## config.mk

```make
export PLATFORM = sky130hd
export DESIGN_NAME = preemptive_priority_scheduler
export DESIGN_NICKNAME = d
export VERILOG_FILES = /design/src/rtl/psch_pkg.sv /design/src/rtl/preemptive_priority_scheduler.sv /design/src/rtl/psch_cell.sv
export SDC_FILE = /design/constraint.sdc
export NUM_CORES = 1
export LEC_CHECK = 0
export CAP_MARGIN = 25
export CORE_MARGIN = 3
export CORE_UTILIZATION = 67
export DETAILED_ROUTE_END_ITERATION = 12
export DONT_BUFFER_PORTS = 1
export GPL_ROUTABILITY_DRIVEN = 1
export PLACE_DENSITY = 0.94
export SETUP_SLACK_MARGIN = 0.15
export SYNTH_ARGS = -nofsm -noshare
export SYNTH_HDL_FRONTEND = slang
export SYNTH_SLANG_ARGS = --single-unit
export TNS_END_PERCENT = 30
```

## constraint.sdc

```tcl
create_clock -name clk -period 8 [get_ports clk]
set_clock_uncertainty 0.05 [all_clocks]
set_input_delay 1.6 -clock clk [delete_from_list [all_inputs] [get_ports clk]]
set_output_delay 1.6 -clock clk [all_outputs]
set_load 0.05 [all_outputs]
```

## src/rtl/psch_pkg.sv

```systemverilog
// ----------------------------------------------------------------------------
// Preemptive priority scheduler package
// Request and result types, status codes, controller states and defaults.
// ----------------------------------------------------------------------------
package psch_pkg;

	localparam int unsigned DEFAULT_JOB_SLOTS = 8;

	localparam logic [1:0] ST_RAN    = 2'd0;
	localparam logic [1:0] ST_IDLE   = 2'd1;
	localparam logic [1:0] ST_LOADED = 2'd2;
	localparam logic [1:0] ST_FULL   = 2'd3;

	localparam logic MODE_LOAD = 1'b0;
	localparam logic MODE_TICK = 1'b1;

	typedef struct packed {
		logic        mode;
		logic [7:0]  job_id;
		logic [15:0] arrival_time;
		logic [7:0]  burst_length;
		logic [7:0]  job_priority;
	} req_t;

	typedef struct packed {
		logic [1:0]  status;
		logic [7:0]  run_id;
		logic [15:0] tick_time;
		logic        finished;
		logic [15:0] completion_time;
		logic [15:0] turnaround;
		logic [15:0] waiting;
	} rsp_t;

	// Best ready job seen so far, passed from cell to cell during a scan.
	typedef struct packed {
		logic        valid;
		logic [7:0]  prio;
		logic [15:0] arrival;
		logic [7:0]  ident;
		logic [7:0]  burst;
		logic [7:0]  left;
	} cand_t;

	// Slot update issued to the cells when a request finishes.
	typedef struct packed {
		logic wr_en;
		logic run_en;
	} cell_ctl_t;

	typedef enum logic [1:0] {
		S_IDLE,
		S_SCAN,
		S_FINISH
	} sched_state_t;

endpackage

```

## src/rtl/preemptive_priority_scheduler.sv

```systemverilog
// ----------------------------------------------------------------------------
// Preemptive priority scheduler
//
//  channel | handshake             | payload
//  --------+-----------------------+---------------------
//  request | req_valid / req_ready | req (psch_pkg::req_t)
//  result  | rsp_valid / rsp_ready | rsp (psch_pkg::rsp_t)
//
// A load request goes from accept straight to the finish state, which writes
// the result register once it is free. A tick request first scans: the candidate
// record must ripple through the whole row of slot cells, one cell per cycle.
// A new request is accepted only in the idle state, after the last one finishes.
// One request is in flight at a time; the result register frees the request
// side, so a new request is accepted while a result waits for rsp_ready.
// Reset clears the clock, the entry count and every slot's done flag.
// ----------------------------------------------------------------------------
module preemptive_priority_scheduler #(
	parameter int unsigned JOB_SLOTS = psch_pkg::DEFAULT_JOB_SLOTS
) (
	input  logic           clk,
	input  logic           arst_n,
	input  logic           req_valid,
	output logic           req_ready,
	input  psch_pkg::req_t req,
	output logic           rsp_valid,
	input  logic           rsp_ready,
	output psch_pkg::rsp_t rsp
);
	import psch_pkg::*;

	localparam int unsigned IDX_W = (JOB_SLOTS > 1) ? $clog2(JOB_SLOTS) : 1;
	localparam int unsigned CNT_W = $clog2(JOB_SLOTS + 1);

	sched_state_t state_q, state_d;
	logic [IDX_W-1:0] scan_cnt_q;
	logic [CNT_W-1:0] entry_cnt_q;
	logic [15:0]      clock_q;
	req_t             req_q;
	logic             rsp_valid_q;
	rsp_t             rsp_q;
	rsp_t             rsp_d;

	logic req_fire;
	logic finish_fire;
	logic full;
	logic load_ok;
	logic tick_run;

	cand_t            cand_w [JOB_SLOTS+1];
	logic [IDX_W-1:0] idx_w  [JOB_SLOTS+1];
	cand_t            win;
	logic [15:0]      completion;
	logic [15:0]      tat;

	assign req_fire = req_valid && req_ready;
	assign full     = (entry_cnt_q == CNT_W'(JOB_SLOTS));
	assign win      = cand_w[JOB_SLOTS];

	// next state
	always_comb begin
		state_d = state_q;
		case (state_q)
			S_IDLE: begin
				if (req_fire) begin
					state_d = (req.mode == MODE_TICK) ? S_SCAN : S_FINISH;
				end
			end
			S_SCAN: begin
				if (scan_cnt_q == IDX_W'(JOB_SLOTS - 1)) begin
					state_d = S_FINISH;
				end
			end
			S_FINISH: begin
				if (finish_fire) begin
					state_d = S_IDLE;
				end
			end
			default: state_d = S_IDLE;
		endcase
	end

	// controller outputs
	always_comb begin
		req_ready   = 1'b0;
		finish_fire = 1'b0;
		case (state_q)
			S_IDLE:   req_ready   = 1'b1;
			S_SCAN:   req_ready   = 1'b0;
			S_FINISH: finish_fire = !rsp_valid_q || rsp_ready;
			default: begin
				req_ready   = 1'b0;
				finish_fire = 1'b0;
			end
		endcase
	end

	assign load_ok  = finish_fire && (req_q.mode == MODE_LOAD) && !full;
	assign tick_run = finish_fire && (req_q.mode == MODE_TICK) && win.valid;

	always_ff @(posedge clk or negedge arst_n) begin
		if (!arst_n) begin
			state_q     <= S_IDLE;
			scan_cnt_q  <= '0;
			entry_cnt_q <= '0;
			clock_q     <= '0;
			rsp_valid_q <= 1'b0;
		end else begin
			state_q <= state_d;
			if (state_q == S_SCAN) begin
				scan_cnt_q <= scan_cnt_q + IDX_W'(1);
			end else begin
				scan_cnt_q <= '0;
			end
			if (load_ok) begin
				entry_cnt_q <= entry_cnt_q + CNT_W'(1);
			end
			if (finish_fire && (req_q.mode == MODE_TICK)) begin
				clock_q <= clock_q + 16'd1;
			end
			if (finish_fire) begin
				rsp_valid_q <= 1'b1;
			end else if (rsp_ready) begin
				rsp_valid_q <= 1'b0;
			end
		end
	end

	always_ff @(posedge clk) begin
		if (req_fire) begin
			req_q <= req;
		end
		if (finish_fire) begin
			rsp_q <= rsp_d;
		end
	end

	assign completion = clock_q + 16'd1;
	assign tat        = completion - win.arrival;

	always_comb begin
		rsp_d = '0;
		if (req_q.mode == MODE_LOAD) begin
			rsp_d.status = full ? ST_FULL : ST_LOADED;
		end else begin
			rsp_d.tick_time = clock_q;
			if (!win.valid) begin
				rsp_d.status = ST_IDLE;
			end else begin
				rsp_d.status = ST_RAN;
				rsp_d.run_id = win.ident;
				if (win.left <= 8'd1) begin
					rsp_d.finished        = 1'b1;
					rsp_d.completion_time = completion;
					rsp_d.turnaround      = tat;
					rsp_d.waiting         = tat - {8'd0, win.burst};
				end
			end
		end
	end

	assign cand_w[0] = '0;
	assign idx_w[0]  = '0;

	for (genvar i = 0; i < JOB_SLOTS; i++) begin : g_cell
		cell_ctl_t ctl;
		assign ctl.wr_en  = load_ok && (entry_cnt_q == CNT_W'(i));
		assign ctl.run_en = tick_run;

		psch_cell #(
			.IDX_W      (IDX_W),
			.CELL_INDEX (i)
		) u_cell (
			.clk       (clk),
			.arst_n    (arst_n),
			.ctl       (ctl),
			.run_idx   (idx_w[JOB_SLOTS]),
			.load      (req_q),
			.used      (CNT_W'(i) < entry_cnt_q),
			.clock_now (clock_q),
			.cand_in   (cand_w[i]),
			.idx_in    (idx_w[i]),
			.cand_out  (cand_w[i+1]),
			.idx_out   (idx_w[i+1])
		);
	end

	assign rsp_valid = rsp_valid_q;
	assign rsp       = rsp_q;

	a_count_bound: assert property (@(posedge clk) disable iff (!arst_n)
		entry_cnt_q <= CNT_W'(JOB_SLOTS))
		else $error("entry count beyond table size");

	a_rsp_from_finish: assert property (@(posedge clk) disable iff (!arst_n)
		$rose(rsp_valid_q) |-> $past(state_q) == S_FINISH)
		else $error("result raised outside finish");

	a_clock_step: assert property (@(posedge clk) disable iff (!arst_n)
		(finish_fire && req_q.mode == MODE_TICK) |=> clock_q == $past(clock_q) + 16'd1)
		else $error("clock did not advance on tick");

	a_completion: assert property (@(posedge clk) disable iff (!arst_n)
		(rsp_valid_q && rsp_q.finished) |->
			(rsp_q.status == ST_RAN && rsp_q.completion_time == rsp_q.tick_time + 16'd1))
		else $error("bad completion time");

	a_no_req_busy: assert property (@(posedge clk) disable iff (!arst_n)
		(state_q == S_SCAN) |=> (state_q == S_SCAN || state_q == S_FINISH))
		else $error("scan left early");

endmodule

```

## src/rtl/psch_cell.sv

```systemverilog
// ----------------------------------------------------------------------------
// Scheduler slot cell
// Holds one job entry and merges it into the best-candidate record that
// travels down the row, registering the merged record every cycle.
// ----------------------------------------------------------------------------
module psch_cell #(
	parameter int unsigned IDX_W      = 3,
	parameter int unsigned CELL_INDEX = 0
) (
	input  logic              clk,
	input  logic              arst_n,
	input  psch_pkg::cell_ctl_t ctl,
	input  logic [IDX_W-1:0]  run_idx,
	input  psch_pkg::req_t    load,
	input  logic              used,
	input  logic [15:0]       clock_now,
	input  psch_pkg::cand_t   cand_in,
	input  logic [IDX_W-1:0]  idx_in,
	output psch_pkg::cand_t   cand_out,
	output logic [IDX_W-1:0]  idx_out
);
	import psch_pkg::*;

	logic        done_q;
	logic [15:0] arr_q;
	logic [7:0]  burst_q;
	logic [7:0]  left_q;
	logic [7:0]  prio_q;
	logic [7:0]  ident_q;
	cand_t       cand_q;
	logic [IDX_W-1:0] idx_q;

	logic ready;
	logic take;
	logic hit;

	assign ready = used && !done_q && (arr_q <= clock_now);
	assign take  = ready && (!cand_in.valid || (prio_q > cand_in.prio) ||
		((prio_q == cand_in.prio) && (arr_q < cand_in.arrival)));
	assign hit   = ctl.run_en && (run_idx == IDX_W'(CELL_INDEX));

	always_ff @(posedge clk or negedge arst_n) begin
		if (!arst_n) begin
			done_q <= 1'b0;
		end else if (ctl.wr_en) begin
			done_q <= 1'b0;
		end else if (hit && (left_q <= 8'd1)) begin
			done_q <= 1'b1;
		end
	end

	always_ff @(posedge clk) begin
		if (ctl.wr_en) begin
			ident_q <= load.job_id;
			arr_q   <= load.arrival_time;
			burst_q <= load.burst_length;
			left_q  <= load.burst_length;
			prio_q  <= load.job_priority;
		end else if (hit) begin
			// saturate at zero
			left_q <= (left_q <= 8'd1) ? 8'd0 : left_q - 8'd1;
		end
	end

	always_ff @(posedge clk) begin
		if (take) begin
			cand_q <= '{valid: 1'b1, prio: prio_q, arrival: arr_q, ident: ident_q,
				burst: burst_q, left: left_q};
			idx_q  <= IDX_W'(CELL_INDEX);
		end else begin
			cand_q <= cand_in;
			idx_q  <= idx_in;
		end
	end

	assign cand_out = cand_q;
	assign idx_out  = idx_q;

endmodule
```

# After elaboration in Yosys (flattened, before gate mapping)
# Index checks and enable logic that the tools add are counted.
[totals]
output_inout_bits = 77
reg_bits = 935
[op_classes]
eq_ne = 28
n_reduce_logical = 114
bitwise = 1
magnitude_cmp = 39
mux = 63
n_addsub = 13
[ops]
columns = ["operator", "n"]
rows = [
  ["2-to-1 mux 48 bit", 6],
  ["2-to-1 mux 8 bit", 24],
  ["less-or-equal comparator 16 bit", 8],
  ["< comparator 16 bit", 7],
  ["2-to-1 mux 49 bit", 2],
  ["less-or-equal comparator 8 x 1 -> 1 bit, second input constant", 9],
  ["subtractor 8 x 1 -> 8 bit, second input constant", 8],
  ["logical AND 1 bit", 59],
  ["== test 8 bit", 7],
  ["greater-than comparator 8 bit", 7],
  ["2-to-1 mux 40 bit", 1],
  ["nonzero test 2 bit", 17],
  ["2-to-1 mux 1 bit", 23],
  ["zero test 1 bit", 17],
  ["adder 16 x 1 -> 16 bit, second input constant", 1],
  ["== test 4 x 3 -> 1 bit, second input constant", 4],
  ["< comparator 3 x 4 -> 1 bit, first input constant", 4],
  ["subtractor 16 bit", 1],
  ["subtractor 16 x 8 -> 16 bit", 1],
  ["== test 3 bit, second input constant", 5],
  ["logical OR 1 bit", 15],
  ["2-to-1 mux 2 bit", 5],
  ["== test 4 x 2 -> 1 bit, second input constant", 2],
  ["< comparator 1 x 4 -> 1 bit, first input constant", 2],
  ["18 further kinds", 23],
]

# Longest topological paths before layout
# Gate-level depths: netlist (run 1).
[depth]
word_depth = 9
mapped_depth = 19

# By module
# A second synthesis (run 1) with hierarchy kept.
[unflattened]
hier_cells = 3294
hier_area_um2 = 41921.5
[modules_own_cells]
columns = ["module", "cells_per_inst", "area_per_inst_um2", "instances"]
rows = [
  ["psch_cell (g_cell[1].u_cell ...)", 343, 4394.2, 6],
  ["preemptive_priority_scheduler", 550, 6747.7, 1],
  ["psch_cell (g_cell[0].u_cell)", 343, 4415.5, 1],
  ["psch_cell (g_cell[7].u_cell)", 343, 4393.0, 1],
]

# Least setup slack after synthesis (run 1)
# No wires, ideal clock.
[synth_path]
path_kind = "input port to flip-flop"
startpoint = "input rsp_ready"
endpoint = "register g_cell[4].u_cell.left_q[0] (enable)"
setup_ns = 0.310
stages = 6
arrival_ns = 4.163
path_slack_ns = 3.478
cell_sequence = "nand2b_1 nand2b_1 inv_1 nand4_1 nor3_1 or2_2"
[synth_between]
elab_chain_cells = 6
word_cells_on_any_way = 9
cone_classes = "mux: 1; reduce/logical: 8"
[synth_rtl]
columns = ["element", "line", "text"]
rows = [
  ["from (decl)", "preemptive_priority_scheduler.sv:26", "input logic rsp_ready,"],
  ["logical OR 1 bit (*)", "preemptive_priority_scheduler.sv:89", "S_FINISH: finish_fire = !rsp_valid_q || rsp_ready;"],
  ["2-to-1 mux 1 bit (*)", "preemptive_priority_scheduler.sv:86", "case (state_q)"],
  ["net finish_fire", "preemptive_priority_scheduler.sv:44", "logic finish_fire;"],
  ["logical AND 1 bit, on equally long branches (2 in series)", "preemptive_priority_scheduler.sv:97, preemptive_priority_scheduler.sv:98", ""],
  ["logical AND 1 bit, on equally long branches", "preemptive_priority_scheduler.sv:166, psch_cell.sv:40", ""],
  ["nonzero test 2 bit (no line) (*)", "n/a", ""],
  ["to (signal assigned)", "psch_cell.sv:57", "left_q <= load.burst_length;"],
  ["to (signal assigned)", "psch_cell.sv:61", "left_q <= (left_q <= 8'd1) ? 8'd0 : left_q - 8'd1;"],
  ["to (decl)", "psch_cell.sv:27", "logic [7:0] left_q;"],
]
# The timed path passes the listed nets; every way through them passes the cells marked *.
# A chain may end at the register's enable or synchronous reset.

# Worst setup path after layout (run 1)
[layout_path]
startpoint = "register clock_q[0]"
endpoint = "register rsp_q, in the netlist rsp[15], data pin"
[layout_between]
elab_chain_cells = 3
[layout_rtl]
columns = ["element", "line", "text"]
rows = [
  ["from (decl)", "preemptive_priority_scheduler.sv:37", "logic [15:0] clock_q;"],
  ["from (signal assigned)", "preemptive_priority_scheduler.sv:118", "clock_q <= clock_q + 16'd1;"],
  ["adder 16 x 1 -> 16 bit", "preemptive_priority_scheduler.sv:137", "assign completion = clock_q + 16'd1;"],
  ["net completion[3]", "preemptive_priority_scheduler.sv:52", "logic [15:0] completion;"],
  ["subtractor 16 bit", "preemptive_priority_scheduler.sv:138", "assign tat = completion - win.arrival;"],
  ["net tat[5]", "preemptive_priority_scheduler.sv:53", "logic [15:0] tat;"],
  ["subtractor 16 x 8 -> 16 bit", "preemptive_priority_scheduler.sv:155", "rsp_d.waiting = tat - {8'd0, win.burst};"],
  ["to (signal assigned)", "preemptive_priority_scheduler.sv:133", "rsp_q <= rsp_d;"],
  ["to (decl)", "preemptive_priority_scheduler.sv:40", "rsp_t rsp_q;"],
]
# The timed path passes the listed nets, and every way through them passes these cells.

==> metrics.csv, run 1 <==
metric,value,unit
status,"finished, final reports clean",
syn_area,39810,um^2
power_density,308.1,nW/um^2
viasPerCell,6.357,
ys.flop_type,edfxtp_1,
holdBufCountCts,0,
ant_nets,0,
final-setup-viol-count,0,
postSynth.asyncResetShare,0.03668,
tightest_slew,1.051,ns
place.port_buffers,0,
cts_inserted_buffers,90,
ys_seq_area_frac,0.5961,
synth-compound-area-share,0.07034,
peakVddDrop,290.3,uV
worstHoldPathType,reg2reg,
slew_headroom,0.2936,
finalHoldWorstSlack,0.3407,ns
fin_crit,4.537,ns
start_kind,flip-flop,
path_delay_family,simple AND/OR/NAND/NOR gates,
synth_edf_count,500,
grt_pass1_wl,147500,um
cts_buffer_depth,3,
cp_slowest_cell,ha_1,
insertion_delay,0.66,ns
rsz0062_at_grt,no,
drive_above_1_share,0.1524,
grt_pass1_vias,26819,
routed_wl,95140,um
antenna_found_initial,2,
worst_path_largest_cell_delay,0.39,ns
hold_path_end,g_cell[7].u_cell.idx_out[2],
hold_viol,0,
ys_ff_latch,927,
worstReg2RegStart,clock_q[0],
grt_max_degree,77,
drcViolationCount,0,
r2r-end,rsp[15],
cp-startpoint,clock_q[0],
dpl_worst_slack,3.270,ns
setup_slack,3.463,ns
post-route-cell-area,43680,um^2
drtIter0Drc,2163,
holdCritStartpoint,g_cell[6].u_cell.idx_out[2],
clock_sinks,927,
yosys-mux-area-fraction,0.09133,
post-cts-setup-buffer-count,0,
initial_core_util,0.6835,
post-dp-hpwl,61380,um
finalPower,13.46,mW
crit_type,reg2reg,
yosys.area_share.adder,0.1060,
htree_levels,3,
fp.dieArea,62380,um^2
synth_nets,3443,
dr_total_vias,25112,
arrival,4.86,ns
nets,3487,
placement.cell_area,40730,um^2
ioPinCount,122,
reg2reg_depth,17,
synth_top_family_by_area,adder cells,
crit_path_cell_trace,buf_4 > nand3_2 > xnor2_1 > ha_1 > o21a_1 > o31a_1 > o21a_1 > nor2_1 > xnor2_1 > ha_1 > o21a_1 > o31a_1 > o31a_1 > nor4b_2 > nor4b_4 > and4_1 > nor3_2,
synth.avg_cell_area,13.00,um^2
post-route-period-util,0.5671,
cts_root_buffer,clkbuf_16,
fp.dieW,249.8,um
leakage,16.94,nW
syn2layout_area_growth,9.724,%
yosys.area_share.simple,0.08171,
die_y,249.8,um
coreArea,58250,um^2
synthXorXnorAreaFrac,0.02134,
synth.distinct_cells,76,
yosys.area.top_type_share,0.3771,
syn_inst,3062,
timing.fmax,220.4,MHz
path_clk_slew,0.06,ns
drtPass1Iterations,8,
cp_num_buf_inv,1,
gp_congestion,0.9722,
crit_required,8.32,ns
synth.largest_area_cell,edfxtp_1,
drv_cap,0,
crit_fanout,13,
post_cts_resized,0,
wl_per_cell,24.08,um
cts_tree,done,
hold_depth,1,
num_rows,88,
timing.setup.tns,0,ns
track_usage,0.3021,
grt_overflow,0,
worst_setup_path_end_kind,flip-flop,
synth_warnings,0,
drv_slew,0,
regToRegSetupSlack,3.46,ns
yosys-top-cells-area,"edfxtp_1 38%, dfxtp_1 20%, ha_1 10%",
==> cell usage after synthesis (all sizes together) (56+ instances only) <==
library cell and instances:
edfxtp 500, xnor2 78, ha 334, dfxtp 393
o31ai 76, a21oi 81, inv 246, nand2 173
mux2 322, nand4 56, nor2 186, a21o 56
o21ai 61
==> registers in the layout (all words and copies together), names as in the netlist <==
name                    flops
g_cell.u_cell.prio_q       64
rsp_valid                   1
req_q                      41
g_cell.u_cell.ident_q      64
state_q                     2
rsp                        75
g_cell.u_cell.left_q       64
g_cell.u_cell.done_q        8
scan_cnt_q                  3
g_cell.u_cell.burst_q      64
entry_cnt_q                 4
clock_q                    16
g_cell.u_cell.arr_q       128
g_cell.u_cell.cand_out    376
g_cell.u_cell.idx_out      17
==> placed cells by master (no fill, tap or decap), types with 9 or more instances in the layout <==
cell type and count:
nand2b_1 23, and3_1 13, dfxtp_1 393, buf_4 30, o31ai_1 75, a211oi_1 12
o211ai_1 11, nor4_1 15, nor2b_1 42, clkinv_2 16, nand3_1 20, ha_1 334
edfxtp_1 500, a211o_1 9, mux2_1 57, o21a_1 38, nor3_1 25, or2_2 17
clkinv_1 12, a21oi_1 80, clkbuf_16 92, clkbuf_1 22, xnor2_1 78, nand2_1 173
o21ai_0 59, mux2_2 265, nand4_1 56, a21o_1 56, inv_1 244, dfrtp_1 34
nor2_1 186, xor2_1 19, clkbuf_8 19, and2_1 29
==> power by group <==
part           switching (mW)  total [mW]  internal (mW)
Clock                    1.80        4.16           2.36
Combinational            1.68        2.96           1.28
Sequential              0.527        6.34           5.81
Total                    4.00        13.5           9.46
==> layer usage <==
| layer | vias to the layer above | track usage | part of all wire |
|---|---|---|---|
| met5 | - | 0 | 0.00016 |
| met4 | 2 | 0.1630 | 0.054 |
| met3 | 385 | 0.05294 | 0.077 |
| met2 | 1240 | 0.5181 | 0.49 |
| met1 | 12331 | 0.3646 | 0.38 |
| li1 | 11154 | - | - |
==> area by class of cell <==
type                       instances  area (um^2)
antenna                            3        7.507
clock buffer                     133         2646
clock inverter                    35        269.0
fill                            3193        14560
inverter                         247        928.4
multi-input combinational       1807        14850
sequential                       927        23730
tap                              765        957.2
timing repair buffer              33        292.8
==> metrics by stage <==
| stage | std cells | util |
|---|---|---|
| floorplan | 3062 | - |
| global placement | 3776 | 0.6986 |
| detailed placement | 3778 | 0.6993 |
| CTS | 3946 | 0.7494 |
| global route | 3947 | 0.7499 |
| finish | 3950 | 0.7500 |
==> how the worst max path moves through the flow <==
stage / end / slack [ns] / cells after the start
2_1_floorplan: g_cell[4].u_cell.left_q[0] / 3.48 / 6
3_3_place_gp: g_cell[6].u_cell.left_q[1] / 3.47 / 7
3_5_place_dp: g_cell[6].u_cell.left_q[6] / 3.27 / 7
4_1_cts: rsp[15] / 3.54 / 17
5_1_grt: rsp[15] / 3.26 / 17
6_report: rsp[15] / 3.46 / 17
==> kinds of logic after synthesis <==
logic type,count (synthesis)
flip-flops,927
multiplexers,323
AND/OR/NAND/NOR,646
AO/OA/AOI/OAI,405
adder cells (fa/ha/maj),336
XOR/XNOR,97
buffers and inverters,328
(Power assumes the default switching activity.)
==> run 2: changes to the inputs <==
- ABC_AREA: default -> 1
- CORE_UTILIZATION: 67 -> 64
- PLACE_DENSITY: 0.94 -> 0.91
- clock period: 8 -> 4.4 ns (I/O delays scaled with it)
==> run 2 against run 1 <==
Compared with the run above: worst hold slack got worse by 0.12 ns; maximum frequency rose by 12%; register-to-register slack got worse by 3.1 ns; sequential share of layout area fell by 1.5 points; sequential cell count did not move; critical endpoint unchanged; clock-buffer cell count fell by 10; largest cell class unchanged; highest routed layer unchanged; synthesized cell count rose by 35%.
==> metrics.csv, run 2 <==
metric,value,unit
clock_sinks,927,
fp.dieArea,66590,um^2
antenna_found_initial,4,
ys_seq_area_frac,0.5837,
worstReg2RegStart,clock_q[1],
crit_fanout,6,
worstHoldPathType,in2reg,
syn_area,40660,um^2
grt_overflow,0,
dpl_worst_slack,0.3671,ns
largest_reg_flops,376,
yosys.area.top_type_share,0.3693,
wl_per_cell,22.10,um
yosys.area_share.adder,0.1038,
finalPower,28.16,mW
fin_crit,4.036,ns
leakage,19.57,nW
path_delay_family,simple AND/OR/NAND/NOR gates,
regToRegSetupSlack,0.36,ns
wl_met1,37590,um
hold_depth,0,
setup_slack,0.3636,ns
timing.setup.tns,0,ns
finalHoldWorstSlack,0.2181,ns
final-setup-viol-count,0,
worst_setup_path_end_kind,flip-flop,
yosys.cell_count.top_type,nand2_1,
syn2layout_area_growth,10.54,%
htree_levels,3,
crit_path_cell_trace,clkinvlp_4 > nor2_4 > inv_1 > nor2_1 > xor2_1 > inv_1 > ha_1 > nand2_1 > inv_1 > nand4_1 > nand2_1 > xor2_1 > ha_1 > a21oi_1 > o21a_1 > nand2_1 > nand2_1 > nand3b_1 > nor2_4 > nand3_1 > nand2_1 > inv_1,
status,"finished, final reports clean",
cp_num_buf_inv,5,
grt_max_degree,66,
drtIter0Drc,3798,
path_clk_slew,0.07,ns
cts_inserted_buffers,91,
worst_path_largest_cell_delay,0.42,ns
dp.cells,4914,
cp_slowest_cell,dfrtp_1,
crit_top_cell,nand2_1,
postSynth.asyncResetShare,0.03668,
wl_met2,53750,um
cts_root_buffer,clkbuf_16,
synth.distinct_cells,50,
yosys-top-cells-area,"edfxtp_1 37%, dfxtp_1 19%, ha_1 10%",
grt_pass1_wl,172800,um
r2r-end,rsp[15],
ys.flop_type,edfxtp_1,
start_kind,flip-flop,
cts_tree,done,
synth-compound-area-share,0.05238,
synth.avg_cell_area,9.818,um^2
drv_slew,0,
rsz0062_at_grt,yes,
synth_top_family_by_area,simple AND/OR/NAND/NOR gates,
layout_common_cells,"1049 x nand2_1, 507 x inv_1, 500 x edfxtp_1",
synthXorXnorAreaFrac,0.01293,
initial_core_util,0.6528,
final_util,0.7216,
viasPerCell,6.170,
nets,4555,
holdCritStartpoint,req[17],
fp.dieW,258.0,um
post-route-cell-area,44940,um^2
track_usage,0.3365,
gp_congestion,0.9459,
drv_cap,0,
yosys.area_share.simple,0.1837,
synth.largest_area_cell,edfxtp_1,
synth_warnings,0,
post-dp-hpwl,70140,um
ioPinCount,122,
synth_edf_count,500,
grt_pass1_vias,32575,
drcViolationCount,0,
dr_total_vias,31430,
place.port_buffers,0,
cp-startpoint,clock_q[1],
crit_type,reg2reg,
die_y,258.0,um
power_density,626.6,nW/um^2
ant_nets,0,
fin_cells,5094,
final_common_cell,nand2_1,
coreArea,62280,um^2
num_rows,91,
arrival,4.44,ns
reg2reg_depth,22,
hold_path_end,req_q[17],
hold_viol,0,
tightest_slew,0.9502,ns
timing.fmax,247.7,MHz
peakVddDrop,371.9,uV
yosys-mux-area-fraction,0,
routed_wl,112600,um
placement.cell_area,41710,um^2
wl_met3,12930,um
fillers,3741,
synth_nets,4522,
drive_above_1_share,0.06231,
crit_required,4.80,ns
synthTopCellsByCount,"1060 x nand2_1, 511 x inv_1, 500 x edfxtp_1",
top_layer,met5,
ys_ff_latch,927,
drtPass1Iterations,7,
slew_headroom,0.3599,
post-route-period-util,0.9174,
insertion_delay,0.70,ns
cts_buffer_depth,3,
syn_inst,4141,
-- run 2: cell types whose count changed after synthesis, sizes merged, moves of 76 or more --
| cell | delta |
|---|---|
| nand2 | +892 |
| nand3 | +366 |
| mux2 | -322 |
| inv | +277 |
| a21oi | +102 |
| o31ai | -76 |
-- run 2: layer usage --
metal	GRT usage	vias up
li1	-	13810
met2	0.5670	2302
met5	0	-
met1	0.3757	14562
met3	0.08689	752
met4	0.2299	4
-- run 2: how the worst max path moves through the flow --
stage,to,depth (start not counted)
after floorplan,g_cell[6].u_cell.left_q[0],9
after detailed placement,rsp[14],23
after global placement,rsp[14],21
final,rsp[15],22
after global routing,rsp[15],22
after CTS,rsp[14],23
-- run 2: timing repair --
action                     CTS  global route
gates resized for setup      0             5
hold endpoints to repair    34             0
setup endpoints to repair    0             6
buffers inserted             0             2
hold buffers                 2             0
-- run 2: worst register-to-register path: cells and delay by family, from the launching register on --
family | cells | cell delay (ns)
simple gates | 11 | 1.33
compound gates | 2 | 0.35
xor+xnor | 2 | 0.52
fa+ha+maj | 2 | 0.72
buf+inv | 5 | 0.42
flops | 1 | 0.42
-- run 2: logic make-up after synthesis --
| logic type | count (synthesis) |
|---|---|
| flip-flops | 927 |
| XOR/XNOR | 60 |
| buffers and inverters | 650 |
| AO/OA/AOI/OAI | 385 |
| AND/OR/NAND/NOR | 1783 |
| adder cells (fa/ha/maj) | 336 |
-- run 2: final cells by class --
cell class	instances	area, um^2	area share
clock inverters	49	621.8	0.01384
multi-input cells	2564	14470	0.3220
well taps	837	1047	0.02330
clock buffers	123	2530	0.05629
diodes	4	10.01	0.0002227
inverters	525	1977	0.04399
flip-flops and latches	927	23730	0.5280
repair buffers	65	553.0	0.01230
-- run 2: where the power goes --
part	switching, mW	internal [mW]
registers	1.68	11.0
clock network	3.51	4.58
logic	5.18	2.24
